==> src/rtl/ctlw_pkg.sv <==
// ---------------------------------------------------------------------------
// ctlw_pkg
// Shared types and constants of the cotangent Laplacian weights unit.
// ---------------------------------------------------------------------------
`default_nettype none

package ctlw_pkg;

  localparam int FRACTION_BITS = 16;
  localparam int QUEUE_DEPTH   = 2;

  localparam logic signed [31:0] W_MAX = 32'sh7FFF_FFFF;
  localparam logic signed [31:0] W_MIN = 32'sh8000_0000;

  typedef logic signed [23:0] coord_t;
  typedef logic signed [24:0] vec_t;
  typedef logic [15:0]        vid_t;

  typedef struct packed {
    coord_t ax;
    coord_t ay;
    coord_t az;
    coord_t bx;
    coord_t by_coord;
    coord_t bz;
    coord_t cx;
    coord_t cy;
    coord_t cz;
    vid_t   vertex_a;
    vid_t   vertex_b;
    vid_t   vertex_c;
  } tri_in_t;

  typedef struct packed {
    vid_t               row_index;
    vid_t               col_index;
    logic signed [31:0] weight;
    logic               saturated;
    logic               last;
  } entry_t;

  // Edge vectors of one triangle: u = B - A, v = C - A, w = C - B.
  typedef struct packed {
    vec_t ux;
    vec_t uy;
    vec_t uz;
    vec_t vx;
    vec_t vy;
    vec_t vz;
    vec_t wx;
    vec_t wy;
    vec_t wz;
    vid_t id_a;
    vid_t id_b;
    vid_t id_c;
  } edge_item_t;

endpackage

`default_nettype wire

==> src/rtl/ctlw_fifo.sv <==
// ---------------------------------------------------------------------------
// ctlw_fifo
// Small synchronous queue with push/full and pop/empty handshakes.
// ---------------------------------------------------------------------------
`default_nettype none

module ctlw_fifo #(
  parameter type T     = logic,
  parameter int  DEPTH = ctlw_pkg::QUEUE_DEPTH
) (
  input  wire logic clk,
  input  wire logic rst,
  input  wire logic push,
  output logic      full,
  input  wire T     data_in,
  output logic      empty,
  input  wire logic pop,
  output T          data_out
);

  localparam int PTR_W = (DEPTH > 1) ? $clog2(DEPTH) : 1;
  localparam int CNT_W = $clog2(DEPTH + 1);
  localparam logic [PTR_W-1:0] LAST_PTR = PTR_W'(DEPTH - 1);
  localparam logic [CNT_W-1:0] FULL_CNT = CNT_W'(DEPTH);

  T                 mem [DEPTH];
  logic [PTR_W-1:0] wr_ptr;
  logic [PTR_W-1:0] rd_ptr;
  logic [CNT_W-1:0] count;
  logic             do_push;
  logic             do_pop;

  assign full     = (count == FULL_CNT);
  assign empty    = (count == '0);
  assign do_push  = push && !full;
  assign do_pop   = pop && !empty;
  assign data_out = mem[rd_ptr];

  always_ff @(posedge clk) begin
    if (do_push) begin
      mem[wr_ptr] <= data_in;
    end
  end

  always_ff @(posedge clk) begin
    if (rst) begin
      wr_ptr <= '0;
      rd_ptr <= '0;
      count  <= '0;
    end else begin
      if (do_push) begin
        wr_ptr <= (wr_ptr == LAST_PTR) ? '0 : wr_ptr + 1'b1;
      end
      if (do_pop) begin
        rd_ptr <= (rd_ptr == LAST_PTR) ? '0 : rd_ptr + 1'b1;
      end
      if (do_push && !do_pop) begin
        count <= count + 1'b1;
      end else if (do_pop && !do_push) begin
        count <= count - 1'b1;
      end
    end
  end

endmodule

`default_nettype wire

==> config.mk <==
export PLATFORM = sky130hd
export DESIGN_NAME = ctlw_fifo
export DESIGN_NICKNAME = d
export VERILOG_FILES = /design/src/rtl/ctlw_pkg.sv /design/src/rtl/ctlw_fifo.sv
export SDC_FILE = /design/constraint.sdc
export NUM_CORES = 1
export LEC_CHECK = 0
export BUFFER_PORTS_ARGS = -buffer_cell sky130_fd_sc_hd__buf_2
export CAP_MARGIN = 10
export CORE_AREA = 2 2 39 41
export CTS_CLUSTER_SIZE = 30
export DETAILED_ROUTE_END_ITERATION = 10
export DIE_AREA = 0 0 41 43
export GPL_TIMING_DRIVEN = 0
export HOLD_SLACK_MARGIN = 0.15
export PLACE_DENSITY_LB_ADDON = 0.15
export SLEW_MARGIN = 10
export SYNTH_ARGS = -nofsm -noshare
export SYNTH_HDL_FRONTEND = slang
export SYNTH_SLANG_ARGS = --single-unit
==> constraint.sdc <==
create_clock -name clk -period 2.79 [get_ports clk]
set_clock_uncertainty 0.2 [all_clocks]
set_input_delay 0.558 -clock clk [delete_from_list [all_inputs] [get_ports clk]]
set_output_delay 0.558 -clock clk [all_outputs]
set_load 0.02 [all_outputs]
-- After elaboration in Yosys (flattened, before gate mapping)
Memory sizes are Yosys's and may differ from the RTL's. A register that Yosys moved wholly into a read port is not among the register bits.
Cells that the tools add are included.
- register bits: 4
- RAM bits: 2
- input bits: 5
- word-level logic and storage cells: 27
- memories kept: 1
- add/subtract/negate cells: 4
- equal/unequal tests: 1
- muxes and demuxes: 8
- reductions and logical operators: 10
- memories (memory ; depth ; width ; rd ports ; clocked after memory_dff ; write ports ; line ; RTL):
    mem ; 2 ; 1 ; 1 ; 1 ; 1 ; ctlw_fifo.sv:26 ; T mem [DEPTH];
- operators by type and width (kind ; count):
    2-to-1 mux 1 bit ; 6
    logical AND 1 bit ; 4
    logical NOT 1 bit ; 4
    2-to-1 mux 2 bit ; 2
    adder 1 bit, second input constant ; 2
    adder 2 x 1 -> 2 bit, second input constant ; 1
    == test 2 bit, second input constant ; 1
    logical NOT 2 bit ; 1
    nonzero test 2 bit ; 1
    subtractor 2 x 1 -> 2 bit, second input constant ; 1

-- Logic depth before layout (Yosys ltp)
- depth after elaboration: 7
- depth in mapped cells: 6
- gate-level depth less buffers: 6

-- Worst setup path after synthesis
Ideal clock, no wire load.
- kind: register to register
- start: register count[1]
- end: register count[1]
- arrival: 1494 ps
- data required time: 2520 ps
- path slack: 1026 ps
- stages on the path, launching flop included: 6
- cell sequence: dfxtp_1 nor2b_2 nor2_1 ha_1 or3_1 a21oi_1
- longest elaborated chain between the ends: 6
- elaborated cells on any way between the ends: 15
- ends and longest elaborated chain (element ; line ; RTL):
    start, declared ; ctlw_fifo.sv:29 ; logic [CNT_W-1:0] count;
    start signal, assigned ; ctlw_fifo.sv:58 ; count <= count + 1'b1;
    start signal, assigned ; ctlw_fifo.sv:60 ; count <= count - 1'b1;
    == test 2 bit * ; ctlw_fifo.sv:33 ; assign full = (count == FULL_CNT);
    named net full ; ctlw_fifo.sv:14 ; output logic full,
    logical NOT 1 bit * ; ctlw_fifo.sv:35 ; assign do_push = push && !full;
    logical AND 1 bit * ; ctlw_fifo.sv:35 ;
    logical NOT 1 bit ; ctlw_fifo.sv:59 ; end else if (do_pop && !do_push) begin
    logical AND 1 bit ; ctlw_fifo.sv:59 ;
    nonzero test 2 bit (no source line) ; n/a ;
Mark *: on every way through the listed nets, which the timed path passes. The rest lies on a longest branch. The select of a mux whose other input is x is not followed.
A chain may end at the register's enable or synchronous reset.

==> summary.txt <==
Run status
  • Run status: finished, final reports clean

Pwr
  • Power Dens Cells: 1070 nW/um2
  • Worst IR Drop VDD: 0.384 mV
  • Static Leak: 0.166 nW

Worst setup path
  • Crit Path Max Fanout: 1
  • Worst path required time: 2.03 ns
  • CP endpoint kind: primary output
  • Setup Crit Path Kind: reg2out
  • Crit start category: register
  • Worst path arrival time: 1.02 ns

Synth
  • Sequential fraction of the synthesis area: 55.4%
  • Cell variety after synth: 12
  • Number of synthesized flops with an enable pin: 2
  • Cell taking the most area after synthesis: dfxtp_1
  • Synth cell count leaders: dfxtp_1 (5), nor2_1 (5), o21ai_0 (3), xor2_1 (3)
  • Synth warnings: 0
  • Top-area cell type share of the netlist area: 34.6%
  • Top FF cell, synth: dfxtp_1
  • Top post-synthesis cells by area: dfxtp_1 (35%), edfxtp_1 (21%), xor2_1 (9.1%), nor2_1 (6.5%), o21ai_0 (5.2%)
  • Cells after synthesis: 28
  • Mapped Nets: 34
  • Mean post-synth cell area: 10.3 um2
  • Mapped Area: 289 um2
  • Yosys reg bits: 7
  • Ys async rst share: 0%

STA
  • Final period util: 63.9%
  • Slew @ Worst Pin: 0.289 ns
  • # setup viols final: 0
  • Final min period: 1.78 ns
  • Setup TNS: 0 ns
  • Max-slew violations: 0
  • Final hold violations: 0
  • Slew Limit Headroom: 80.5%
  • RSZ-0062 raised after global routing: no
  • Setup WS post-layout: 1.01 ns
  • Max Clk Rate: 561 MHz

CTS
  • TritonCTS clock tree: built
  • H-Tree Depth: 1
  • Worst skew pair latency: 0.24 ns
  • # hold bufs at CTS: 0
  • CTS Buf Count: 3
  • CTS root buffer: clkbuf_4
  • CTS resizes: 0
  • Clock transition at the registers of the reported paths: 0.05 ns
  • Clock Tree Buf Depth: 2
  • CTS Sinks: 7
  • # Post-CTS Setup Buffers: 0

Hold path
  • Hold WC Path Type: reg2reg

Run
  • Maxcap violations: 0

Global routing
  • Vias in the first global route: 202
  • Largest net degree at the start of global routing: 6
  • Gr ovfl total: 0
  • Total GRT Usage: 6.75%
  • Initial antenna violation count: 0
  • Global-route wire length before repair: 786 um

Route
  • Drt total wl: 451 um
  • Final ANT Viol Nets: 0
  • DRC errors left: 0
  • Vias: 211
  • Drt wl/cell: 8.20 um
  • Mean number of vias per cell: 3.84
  • Initial DRC Count: 2
  • Drt first pass iters: 2

Finish
  • Antenna cell count: 0
  • Layout cells sized above 1: 30.8%
  • Register area: 160 um2
  • Filler Cell Count: 156
  • Multi-input gate area: 121 um2
  • Layout Cell Area excl Fill: 370 um2
  • Area growth syn-to-layout: 28.1%
  • Final nets: 46

Place
  • Gpl congestion: 0.626
  • Placed Area: 344 um2
  • DP Wirelength: 362 um
  • Place WS: 0.899 ns
  • IO buf count: 7

Floorplanning
  • Initial Util: 20.9%
  • Die area: 1760 um2
  • Core Region: 1380 um2
  • # rows: 14
  • Die span in y: 43 um
  • Die Span X: 41 um
  • Io pins: 8
## where the power goes
part	internal, W	total [W]	switching, W
Sequential	0.000136	0.000158	0.0000218
Clock	0.0000545	0.0000900	0.0000356
Combinational	0.0000646	0.000148	0.0000839
## final cells by class
class | instances | area share, %
multi-input combinational | 19 | 32.8
inverter | 2 | 2.03
clock buffer | 4 | 7.09
tap | 16 | 5.41
sequential | 7 | 43.2
timing repair buffer | 7 | 9.46
## worst max-delay path, stage by stage (launching register included)
cell	delay (ns)
dfxtp_1	0.31
mux2_2	0.32
buf_2	0.16
## layout by cell type (no fill, tap or decap), drive strengths merged
master / instances
buf: 7
nor2: 5
dfxtp: 5
clkbuf: 4
o21ai: 3
xor2: 3
inv: 2
or3: 2
a21oi: 2
edfxtp: 2
nor2b: 1
mux2: 1
and2: 1
ha: 1
## stage by stage
stage | std cells | hold slack, ns | total power (W) | utilization (%)
final | 55 | 0.283 | 0.000397 | 26.8
after global routing | 55 | 0.308 | 0.000434 | 26.8
after CTS | 55 | 0.286 | 0.000404 | 26.8
after detailed placement | 51 | 0.279 | 0.000310 | 24.9
after global placement | 51 | 0.267 | 0.000304 | 24.9
after floorplan | 28 | 0.252 | 0.000270 | -
## path summary, 6_finish.rpt
check / startpoint / to / slack [ns] / cells after the start
setup / recovery: register / data_out / 1.01 / 2
hold / removal: wr_ptr / wr_ptr / 0.28 / 2
setup reg to reg: count[1] / count[1] / 1.05 / 5
hold reg to reg: wr_ptr / wr_ptr / 0.28 / 2
## layer usage
layer | share of wire (%) | wire, um | track usage (%) | vias to the layer above
met2 | 50 | 227 | 8.75 | 4
li1 | - | - | - | 117
met4 | 0 | 0 | 4.00 | 0
met1 | 44 | 200 | 8.77 | 90
met5 | 0 | 0 | 0 | -
met3 | 5.1 | 23 | 3.14 | 0
## cell families (layout without fill, tap and decap cells)
logic type | count (synthesis) | in the layout | synth area share [%]
simple gates | 9 | 9 | 16.0
buf+inv | 2 | 13 | 2.60
flops | 7 | 7 | 55.4
xor+xnor | 3 | 3 | 9.09
compound gates | 5 | 5 | 8.66
mux | 1 | 1 | 3.90
fa+ha+maj | 1 | 1 | 4.33
No activity file was read; power rests on OpenSTA's default activity.
