`src/rtl/ctlw_pkg.sv`:
```
// ---------------------------------------------------------------------------
// ctlw_pkg
// Shared types and constants of the cotangent Laplacian weights unit.
// ---------------------------------------------------------------------------
`default_nettype none

package ctlw_pkg;

  localparam int FRACTION_BITS = 16;
  localparam int QUEUE_DEPTH   = 2;

  localparam logic signed [31:0] W_MAX = 32'sh7FFF_FFFF;
  localparam logic signed [31:0] W_MIN = 32'sh8000_0000;

  typedef logic signed [23:0] coord_t;
  typedef logic signed [24:0] vec_t;
  typedef logic [15:0]        vid_t;

  typedef struct packed {
    coord_t ax;
    coord_t ay;
    coord_t az;
    coord_t bx;
    coord_t by_coord;
    coord_t bz;
    coord_t cx;
    coord_t cy;
    coord_t cz;
    vid_t   vertex_a;
    vid_t   vertex_b;
    vid_t   vertex_c;
  } tri_in_t;

  typedef struct packed {
    vid_t               row_index;
    vid_t               col_index;
    logic signed [31:0] weight;
    logic               saturated;
    logic               last;
  } entry_t;

  // Edge vectors of one triangle: u = B - A, v = C - A, w = C - B.
  typedef struct packed {
    vec_t ux;
    vec_t uy;
    vec_t uz;
    vec_t vx;
    vec_t vy;
    vec_t vz;
    vec_t wx;
    vec_t wy;
    vec_t wz;
    vid_t id_a;
    vid_t id_b;
    vid_t id_c;
  } edge_item_t;

endpackage

`default_nettype wire

```
`src/rtl/ctlw_fifo.sv`:
```
// ---------------------------------------------------------------------------
// ctlw_fifo
// Small synchronous queue with push/full and pop/empty handshakes.
// ---------------------------------------------------------------------------
`default_nettype none

module ctlw_fifo #(
  parameter type T     = logic,
  parameter int  DEPTH = ctlw_pkg::QUEUE_DEPTH
) (
  input  wire logic clk,
  input  wire logic rst,
  input  wire logic push,
  output logic      full,
  input  wire T     data_in,
  output logic      empty,
  input  wire logic pop,
  output T          data_out
);

  localparam int PTR_W = (DEPTH > 1) ? $clog2(DEPTH) : 1;
  localparam int CNT_W = $clog2(DEPTH + 1);
  localparam logic [PTR_W-1:0] LAST_PTR = PTR_W'(DEPTH - 1);
  localparam logic [CNT_W-1:0] FULL_CNT = CNT_W'(DEPTH);

  T                 mem [DEPTH];
  logic [PTR_W-1:0] wr_ptr;
  logic [PTR_W-1:0] rd_ptr;
  logic [CNT_W-1:0] count;
  logic             do_push;
  logic             do_pop;

  assign full     = (count == FULL_CNT);
  assign empty    = (count == '0);
  assign do_push  = push && !full;
  assign do_pop   = pop && !empty;
  assign data_out = mem[rd_ptr];

  always_ff @(posedge clk) begin
    if (do_push) begin
      mem[wr_ptr] <= data_in;
    end
  end

  always_ff @(posedge clk) begin
    if (rst) begin
      wr_ptr <= '0;
      rd_ptr <= '0;
      count  <= '0;
    end else begin
      if (do_push) begin
        wr_ptr <= (wr_ptr == LAST_PTR) ? '0 : wr_ptr + 1'b1;
      end
      if (do_pop) begin
        rd_ptr <= (rd_ptr == LAST_PTR) ? '0 : rd_ptr + 1'b1;
      end
      if (do_push && !do_pop) begin
        count <= count + 1'b1;
      end else if (do_pop && !do_push) begin
        count <= count - 1'b1;
      end
    end
  end

endmodule

`default_nettype wire

```
`src/rtl/ctlw_front.sv`:
```
// ---------------------------------------------------------------------------
// ctlw_front
// Accepts triangles, forms the edge vectors u, v and w and queues them.
// ---------------------------------------------------------------------------
`default_nettype none

module ctlw_front (
  input  wire logic                 clk,
  input  wire logic                 rst,
  input  wire logic                 push,
  output logic                      full,
  input  wire ctlw_pkg::tri_in_t    item,
  output logic                      q_empty,
  input  wire logic                 q_pop,
  output ctlw_pkg::edge_item_t      q_data
);

  ctlw_pkg::edge_item_t edges;

  function automatic ctlw_pkg::vec_t sub(input ctlw_pkg::coord_t p, input ctlw_pkg::coord_t q);
    ctlw_pkg::vec_t r;
    r = ctlw_pkg::vec_t'(p) - ctlw_pkg::vec_t'(q);
    return r;
  endfunction

  always_comb begin
    edges.ux   = sub(item.bx, item.ax);
    edges.uy   = sub(item.by_coord, item.ay);
    edges.uz   = sub(item.bz, item.az);
    edges.vx   = sub(item.cx, item.ax);
    edges.vy   = sub(item.cy, item.ay);
    edges.vz   = sub(item.cz, item.az);
    edges.wx   = sub(item.cx, item.bx);
    edges.wy   = sub(item.cy, item.by_coord);
    edges.wz   = sub(item.cz, item.bz);
    edges.id_a = item.vertex_a;
    edges.id_b = item.vertex_b;
    edges.id_c = item.vertex_c;
  end

  ctlw_fifo #(
    .T     (ctlw_pkg::edge_item_t),
    .DEPTH (ctlw_pkg::QUEUE_DEPTH)
  ) u_queue (
    .clk      (clk),
    .rst      (rst),
    .push     (push),
    .full     (full),
    .data_in  (edges),
    .empty    (q_empty),
    .pop      (q_pop),
    .data_out (q_data)
  );

endmodule

`default_nettype wire

```
`config.mk`:
```
export PLATFORM = sky130hd
export DESIGN_NAME = ctlw_front
export DESIGN_NICKNAME = d
export VERILOG_FILES = /design/src/rtl/ctlw_pkg.sv /design/src/rtl/ctlw_fifo.sv /design/src/rtl/ctlw_front.sv
export SDC_FILE = /design/constraint.sdc
export NUM_CORES = 1
export LEC_CHECK = 0
export ABC_AREA = 1
export BUFFER_PORTS_ARGS = -buffer_cell sky130_fd_sc_hd__buf_4
export CAP_MARGIN = 15
export CORE_MARGIN = 2
export CORE_UTILIZATION = 53
export DETAILED_ROUTE_END_ITERATION = 10
export GPL_TIMING_DRIVEN = 0
export MAX_ROUTING_LAYER = met4
export PLACE_DENSITY = 0.78
export SLEW_MARGIN = 20
export SYNTH_ARGS = -nofsm -noshare
export SYNTH_HDL_FRONTEND = slang
export SYNTH_HIERARCHICAL = 1
export SYNTH_SLANG_ARGS = --single-unit
```
`constraint.sdc`:
```
create_clock -name clk -period 14.2 [get_ports clk]
set_input_delay 2.13 -clock clk [delete_from_list [all_inputs] [get_ports clk]]
set_output_delay 2.13 -clock clk [all_outputs]
set_load 0.01 [all_outputs]
```
After elaboration in Yosys (flattened, before gate mapping)
Memory sizes are Yosys's and may differ from the RTL's. A register that Yosys moved wholly into a read port is not among the register bits. Cells that the tools add are included.

Register bits after elaboration: 4. Bits in latches: 0. Memory bits (writable): 546. Bits in read-only memories: 0. Bits of input ports: 268. Output and inout port bits: 275. Memories kept: 1.

Memory list: u_queue.mem (depth 2, width 273, read ports 1, clocked after memory_dff 1, write ports 1, RTL line ctlw_fifo.sv:26) `T mem [DEPTH];`.

Add/subtract/negate cells: 13. Multiply operators: 0. Divide/modulo/power cells: 0. Order comparisons: 0. Eq/ne operators: 1. Shift-type cells: 0. Multiplexer cells: 8. Bitwise logic cells: 0. Reductions and logical operators: 10.

Operators with widths (count): 24-bit by 24-bit subtractor with 25-bit output (9); 1-bit two-way mux (6); 1-bit logical AND (4); 1-bit logical NOT (4); 2-bit two-way mux (2); 1-bit adder (second input constant) (2); 2-bit by 1-bit adder with 2-bit output (second input constant) (1); 2-bit equality test (second input constant) (1); 2-bit logical NOT (1); 2-bit nonzero test (1); 2-bit by 1-bit subtractor with 2-bit output (second input constant) (1).

Depth between registers and ports, before layout
Gate-level depths: netlist of the first run.

Depth in word-level cells: 7. Depth in mapped cells: 12. Gate-level depth less buffers: 12.

Modules after synthesis
Netlist of the first run, hierarchy kept.

Modules (own cells, without submodules): ctlw_fifo (times used 1, cells each 886, area an instance 20113.0 um^2, sequential area each 16495.8 um^2); ctlw_front (times used 1, cells each 3564, area an instance 16837.4 um^2, sequential area each 0.0 um^2).

Worst setup path before layout of the first run
No wires, ideal clock.

Kind: input-to-reg. Start: input push. End: memory u_queue/mem[0][0] in the netlist's numbering (enable). Data arrival time: 13540 ps. Data required time: 13288 ps. Setup slack: -252 ps. Stages: 2. Cells stage by stage: o21ai_1 -> nor2_1.

Longest elaborated chain between the ends: 3.

Ends and longest elaborated chain: from (decl) (RTL line ctlw_front.sv:10) `input wire logic push,`; 1-bit logical AND (RTL line ctlw_fifo.sv:35) `assign do_push = push && !full;`; 1-bit two-way mux (RTL line ctlw_fifo.sv:40) `if (do_push) begin`; 1-bit two-way mux (not written as such) (RTL line ctlw_fifo.sv:41) `mem[wr_ptr] <= data_in;`; to (decl) (RTL line ctlw_fifo.sv:26).

Every way passes these cells.

==> run summary, run 1 <==
Yosys cell types - 25
top_reg_cell synth - edfxtp_1
# placed instances - 5947
Synth Warn # - 6
clk sinks - 551
CTS Hold Bufs - 0
Final setup viols - 0
number of synthesized flops with an enable pin - 546
vias in the first global route - 29.3k
async set-reset flop share out of synthesis - 0
routed wire length - 111000 um
crit path max fanout - 10
Seq/Total Area, Yosys - 0.446
syn_area_per_cell - 8.30 sq um
Max-Cap Viols - 0
Synthesized Nets - 4944
Internal - 3.93 mW
hold crit path type - reg -> reg
worst slew pin tran - 752 ps
startpoint type of the worst setup path - flip-flop
Worst Skew - 30.3 ps
nets@finish - 5570
Sw Pwr - 1.96 mW
Max Buffers Root-to-Sink - 3
crit end category - output port
WL met2 - 53400 um
Highest Clock Rate - 0.229 GHz
routed via count - 30.3k
Final Non-Filler Cells - 6053
initial core utilization - 0.537
Clk pin slew, worst setup/hold paths - 60 ps
relative slew slack - 0.498
initial antenna violation count - 0
sequential fraction of design power - 0.376
HPWL after DPL - 92800 um
Slew Limit Fails - 0
status - finished clean
Antenna Violating Nets Remaining - 0
Total GRT Usage - 0.313
setup ws final - 9830 ps
CP Class - reg -> out
drt drc - 0
Fin Hold WS - 551 ps
post-synthesis instance total - 4450
CTS tree - built
Max IR drop VDD - 0.117 mV
min Tclk post-route - 4370 ps
postcts setup bufs - 0
post-cts resize count - 0
Worst Path Arrival - 2240 ps
DRT Pass-1 Iters - 5
Sw Share - 0.333
# IOs - 543
largest area contributor in the netlist - edfxtp_1
max layer used - met4
WL met3 - 7660 um
pre-CTS setup slack - 9760 ps
die height - 268 um
Via density - 5.00
Routed WL per cell - 18.4 um
RSZ-0062 raised after global routing - false
synth top area cells - edfxtp_1 (44%), nand2_1 (16%), inv_1 (9.7%)
CTS Root Cell - clkbuf_16
Iteration-0 DRC Markers - 2252
Hold Fails Final Rpt - 0
combinational share of power - 0.372
largest net degree at the start of global routing - 28
Metal-1 WL - 46800 um
htree depth - 2
Area growth, synth to finish - 20.8%
layout cell share with drive strength beyond 1 - 0.201
die area - 71800 sq um
Pwr Density - 132 nW/um^2
Cell Rows - 96
Pleak - 22.4 nW
clock share of power - 0.253
first-pass GRT wire length - 165000 um
Commonest cells post-synth - nand2_1 (1564), inv_1 (958), edfxtp_1 (546)
final RePlAce weighted congestion - 1.01
TritonCTS buffer count - 58
IO buf count - 542
synthesized area - 37000 sq um
Overflow after GRT - 0
CP required - 12070 ps
Yosys top cell area share - 0.444
Clock Latency Late Sink - 650 ps
Core Area - 68800 sq um
Ant. Diodes - 0
#FFs+latches synth - 551
Die X - 268 um
most frequent cell after synthesis - nand2_1
Final Cycle Share - 0.308
-- flip-flops by register name (all words and copies together) (netlist names), named ones only --
signal	flops
u_queue/count	2
u_queue/wr_ptr	1
u_queue/rd_ptr	1
u_queue/mem	546
-- power groups by stage --
| stage | logic [mW] | clock network (mW) | registers (mW) |
|---|---|---|---|
| after global routing | 2.36 | 1.57 | 2.24 |
| after detailed placement | 2.18 | 0 | 2.25 |
| final | 2.19 | 1.49 | 2.22 |
| after floorplan | 1.21 | 0 | 2.35 |
| after CTS | 2.19 | 1.51 | 2.22 |
| after global placement | 2.08 | 0 | 2.42 |
-- per-layer routing --
layer,vias to the layer above,GRT usage
li1,15300,-
met1,13900,0.390
met2,898,0.523
met3,160,0.0520
met4,0,0.0909
met5,-,-
-- worst max-delay path, cell delays in order (launching register included) --
cell and delay [ps]:
dfxtp_1 440, buf_6 310, clkbuf_8 250, mux2_2 400
buf_4 160
-- stage by stage --
stage	util	power (mW)	area (sq um)	setup TNS [ps]
floorplan	-	3.55	37000	-137800
global placement	0.613	4.50	42200	-3770390
detailed placement	0.621	4.43	42800	0
CTS	0.649	5.92	44600	0
global route	0.649	6.17	44600	0
finish	0.649	5.90	44600	0
-- cells by family after synthesis --
logic type / count (synthesis) / share of synthesized area
XOR/XNOR: 116 / 0.0275
multiplexers: 273 / 0.0832
AO/OA/AOI/OAI: 120 / 0.0163
AND/OR/NAND/NOR: 2176 / 0.240
buffers and inverters: 988 / 0.108
flip-flops: 551 / 0.446
adder cells (fa/ha/maj): 226 / 0.0784
-- final timing paths --
check                           startpoint                            to  slack [ps]  cells past startpoint
max                              flip-flop                    q_data[61]        9830                      4
min            u_queue/wr_ptr$_SDFFE_PP0P_   u_queue/wr_ptr$_SDFFE_PP0P_         550                      2
max reg2reg  u_queue/count[0]$_SDFFE_PP0P_  u_queue/mem[1][97]$_DFFE_PP_       11490                      7
min reg2reg    u_queue/wr_ptr$_SDFFE_PP0P_   u_queue/wr_ptr$_SDFFE_PP0P_         550                      2
-- cell type report --
cell class | count | area [sq um]
clock buffers | 70 | 1530
inverters | 958 | 3600
plain buffers | 30 | 400
well taps | 931 | 1160
clock inverters | 36 | 352
fillers | 5887 | 24200
flip-flops and latches | 551 | 16500
multi-input cells | 2911 | 16500
repair buffers | 566 | 4640
-- cell usage in the layout (no fill, tap or decap), types with 12 or more instances in the layout --
master,count
a21oi_1,115
and2_1,13
buf_12,12
buf_16,12
buf_4,542
clkbuf_16,58
clkbuf_8,28
edfxtp_1,546
ha_1,217
inv_1,958
mux2_2,273
nand2_1,1564
nand2_2,23
nand3_1,174
nand3b_1,16
nand4_1,56
nor2_1,254
nor2_2,37
nor3_1,18
xor2_1,105
(Power assumes the default switching activity.)
==> inputs of run 2 (changes only) <==
Settings changed: CORE_UTILIZATION 53 to 59, PLACE_DENSITY 0.78 to 0.82.
Clock period 14.2 ns to 4.11 ns, I/O delays scaled along.
==> run summary, run 2 (synthesized netlist as in run 1, its figures left out) <==
HPWL after DPL - 92900 um (was 92800 um)
Worst Path Arrival - 3230 ps (was 2240 ps)
layout cell share with drive strength beyond 1 - 0.202 (was 0.201)
TritonCTS buffer count - 57 (was 58)
Slew Limit Fails - 0 (unchanged)
hold crit path type - in -> reg (was reg -> reg)
RSZ-0062 raised after global routing - false (unchanged)
Pleak - 22.5 nW (was 22.4 nW)
CTS Root Cell - clkbuf_16 (unchanged)
worst reg2reg endpoint - u_queue/mem[1][33]$_DFFE_PP_ (was u_queue/mem[1][97]$_DFFE_PP_)
CTS Hold Bufs - 0 (unchanged)
die height - 254 um (was 268 um)
crit end category - flip-flop (was output port)
Max Buffers Root-to-Sink - 3 (unchanged)
Via density - 5.18 (was 5.00)
Die X - 254 um (was 268 um)
CTS tree - built (unchanged)
vias in the first global route - 30.1k (was 29.3k)
largest net degree at the start of global routing - 28 (unchanged)
drt drc - 0 (unchanged)
Clock Latency Late Sink - 640 ps (was 650 ps)
Final setup viols - 0 (unchanged)
CP required - 4460 ps (was 12070 ps)
status - finished clean (unchanged)
min Tclk post-route - 2880 ps
R2R depth - 9 (was 7)
# IOs - 543 (unchanged)
nets@finish - 5569 (was 5570)
final RePlAce weighted congestion - 1.00 (was 1.01)
reg2reg setup slack - 1230 ps (was 11490 ps)
Hold Crit Endpoint - u_queue/mem[1][44]$_DFFE_PP_ (was u_queue/wr_ptr$_SDFFE_PP0P_)
most frequent cells in the layout - nand2_1 (1564), inv_1 (958), edfxtp_1 (546) (unchanged)
Area growth, synth to finish - 20.9% (was 20.8%)
Fin Hold WS - 157 ps (was 551 ps)
Routed WL per cell - 19.0 um (was 18.4 um)
initial antenna violation count - 5 (was 0)
Max IR drop VDD - 0.434 mV (was 0.117 mV)
Pwr Density - 467 nW/um^2 (was 132 nW/um^2)
Cell Rows - 91 (was 96)
Core Area - 61800 sq um (was 68800 sq um)
commonest non-fill, non-tap cell in the layout - nand2_1 (unchanged)
Total GRT Usage - 0.357 (was 0.313)
initial core utilization - 0.598 (was 0.537)
first-pass GRT wire length - 169000 um (was 165000 um)
startpoint type of the worst setup path - flip-flop (unchanged)
Max-Cap Viols - 0 (unchanged)
postcts setup bufs - 0 (unchanged)
CP Class - reg -> reg (was reg -> out)
Clk pin slew, worst setup/hold paths - 70 ps (was 60 ps)
relative slew slack - 0.553 (was 0.498)
r2r startpoint - u_queue/count[0]$_SDFFE_PP0P_ (unchanged)
htree depth - 2 (unchanged)
Placed Area - 42700 sq um (was 42800 sq um)
Final Cycle Share - 0.702
Iteration-0 DRC Markers - 2434 (was 2252)
filler instances - 4805 (was 5887)
Highest Clock Rate - 0.347 GHz
routed via count - 30.9k (was 30.3k)
hold path start - item[44] (was u_queue/wr_ptr$_SDFFE_PP0P_)
worst slew pin tran - 669 ps (was 752 ps)
DRT Pass-1 Iters - 6 (was 5)
crit path max fanout - 25 (was 10)
Antenna Violating Nets Remaining - 0 (unchanged)
top flop regs - u_queue/mem: 546 flops, u_queue/count: 2 flops (unchanged)
Hold Fails Final Rpt - 0 (unchanged)
cell area after layout - 44700 sq um (was 44600 sq um)
die area - 64600 sq um (was 71800 sq um)
total chip power - 20.8 mW (was 5.90 mW)
hold-critical path depth - 1 (was 2)
number of flip-flops in the largest register - 546 (unchanged)
Worst Skew - 12.8 ps (was 30.3 ps)
IO buf count - 542 (unchanged)
routed wire length - 113000 um (was 111000 um)
most flop-heavy register - u_queue/mem (unchanged)
clk sinks - 551 (unchanged)
Overflow after GRT - 0 (unchanged)
post-cts resize count - 0 (unchanged)
run 2: through the flow:
step	util	worst slack, ps	setup TNS (ps)	instances
final	0.722	1230	0	5965
after floorplan	-	-1050	-570430	4450
after CTS	0.722	1200	0	5960
after detailed placement	0.690	987	0	5853
after global routing	0.722	1050	0	5965
after global placement	0.681	-3310	-1774050	5829
run 2: final cells by class:
type | count | area (sq um) | share of cell area
well taps | 837 | 1050 | 0.0234
inverters | 958 | 3600 | 0.0805
plain buffers | 30 | 400 | 0.00896
clock inverters | 42 | 508 | 0.0114
multi-input cells | 2911 | 16500 | 0.369
clock buffers | 65 | 1480 | 0.0331
diodes | 5 | 12.5 | 0.000280
repair buffers | 566 | 4650 | 0.104
flip-flops and latches | 551 | 16500 | 0.369
run 2: worst max path at each step:
stage | start | endpoint | slack [ps]
after floorplan | push | u_queue/mem[0][0]$_DFFE_PP_ | -1050
after global placement | push | u_queue/mem[0][4]$_DFFE_PP_ | -3310
after detailed placement | push | u_queue/mem[1][31]$_DFFE_PP_ | 990
after CTS | u_queue/count[0]$_SDFFE_PP0P_ | u_queue/mem[1][30]$_DFFE_PP_ | 1200
after global routing | u_queue/count[0]$_SDFFE_PP0P_ | u_queue/mem[1][31]$_DFFE_PP_ | 1050
final | u_queue/count[0]$_SDFFE_PP0P_ | u_queue/mem[1][33]$_DFFE_PP_ | 1230
run 2: per-layer routing:
layer	track usage	wire, um	vias to the layer above
li1	-	-	15300
met1	0.442	45200	14200
met2	0.589	54100	1146
met3	0.0607	9440	229
met4	0.135	4430	0
met5	-	0	-
run 2: power by group:
part | switching, mW | total [mW] | internal (mW) | leakage (nW)
logic | 4.39 | 7.67 | 3.28 | 16.4
registers | 0.229 | 7.68 | 7.45 | 5.15
clock network | 2.31 | 5.50 | 3.19 | 0.980
total | 6.93 | 20.8 | 13.9 | 22.5
run 2: critical path: stages, from the launching register on:
cell and delay [ps]:
dfxtp_1 460, o21ai_4 130, nor2_4 530, buf_16 250
buf_16 180, buf_16 180, buf_12 210, buf_12 220
buf_16 200, buf_16 190
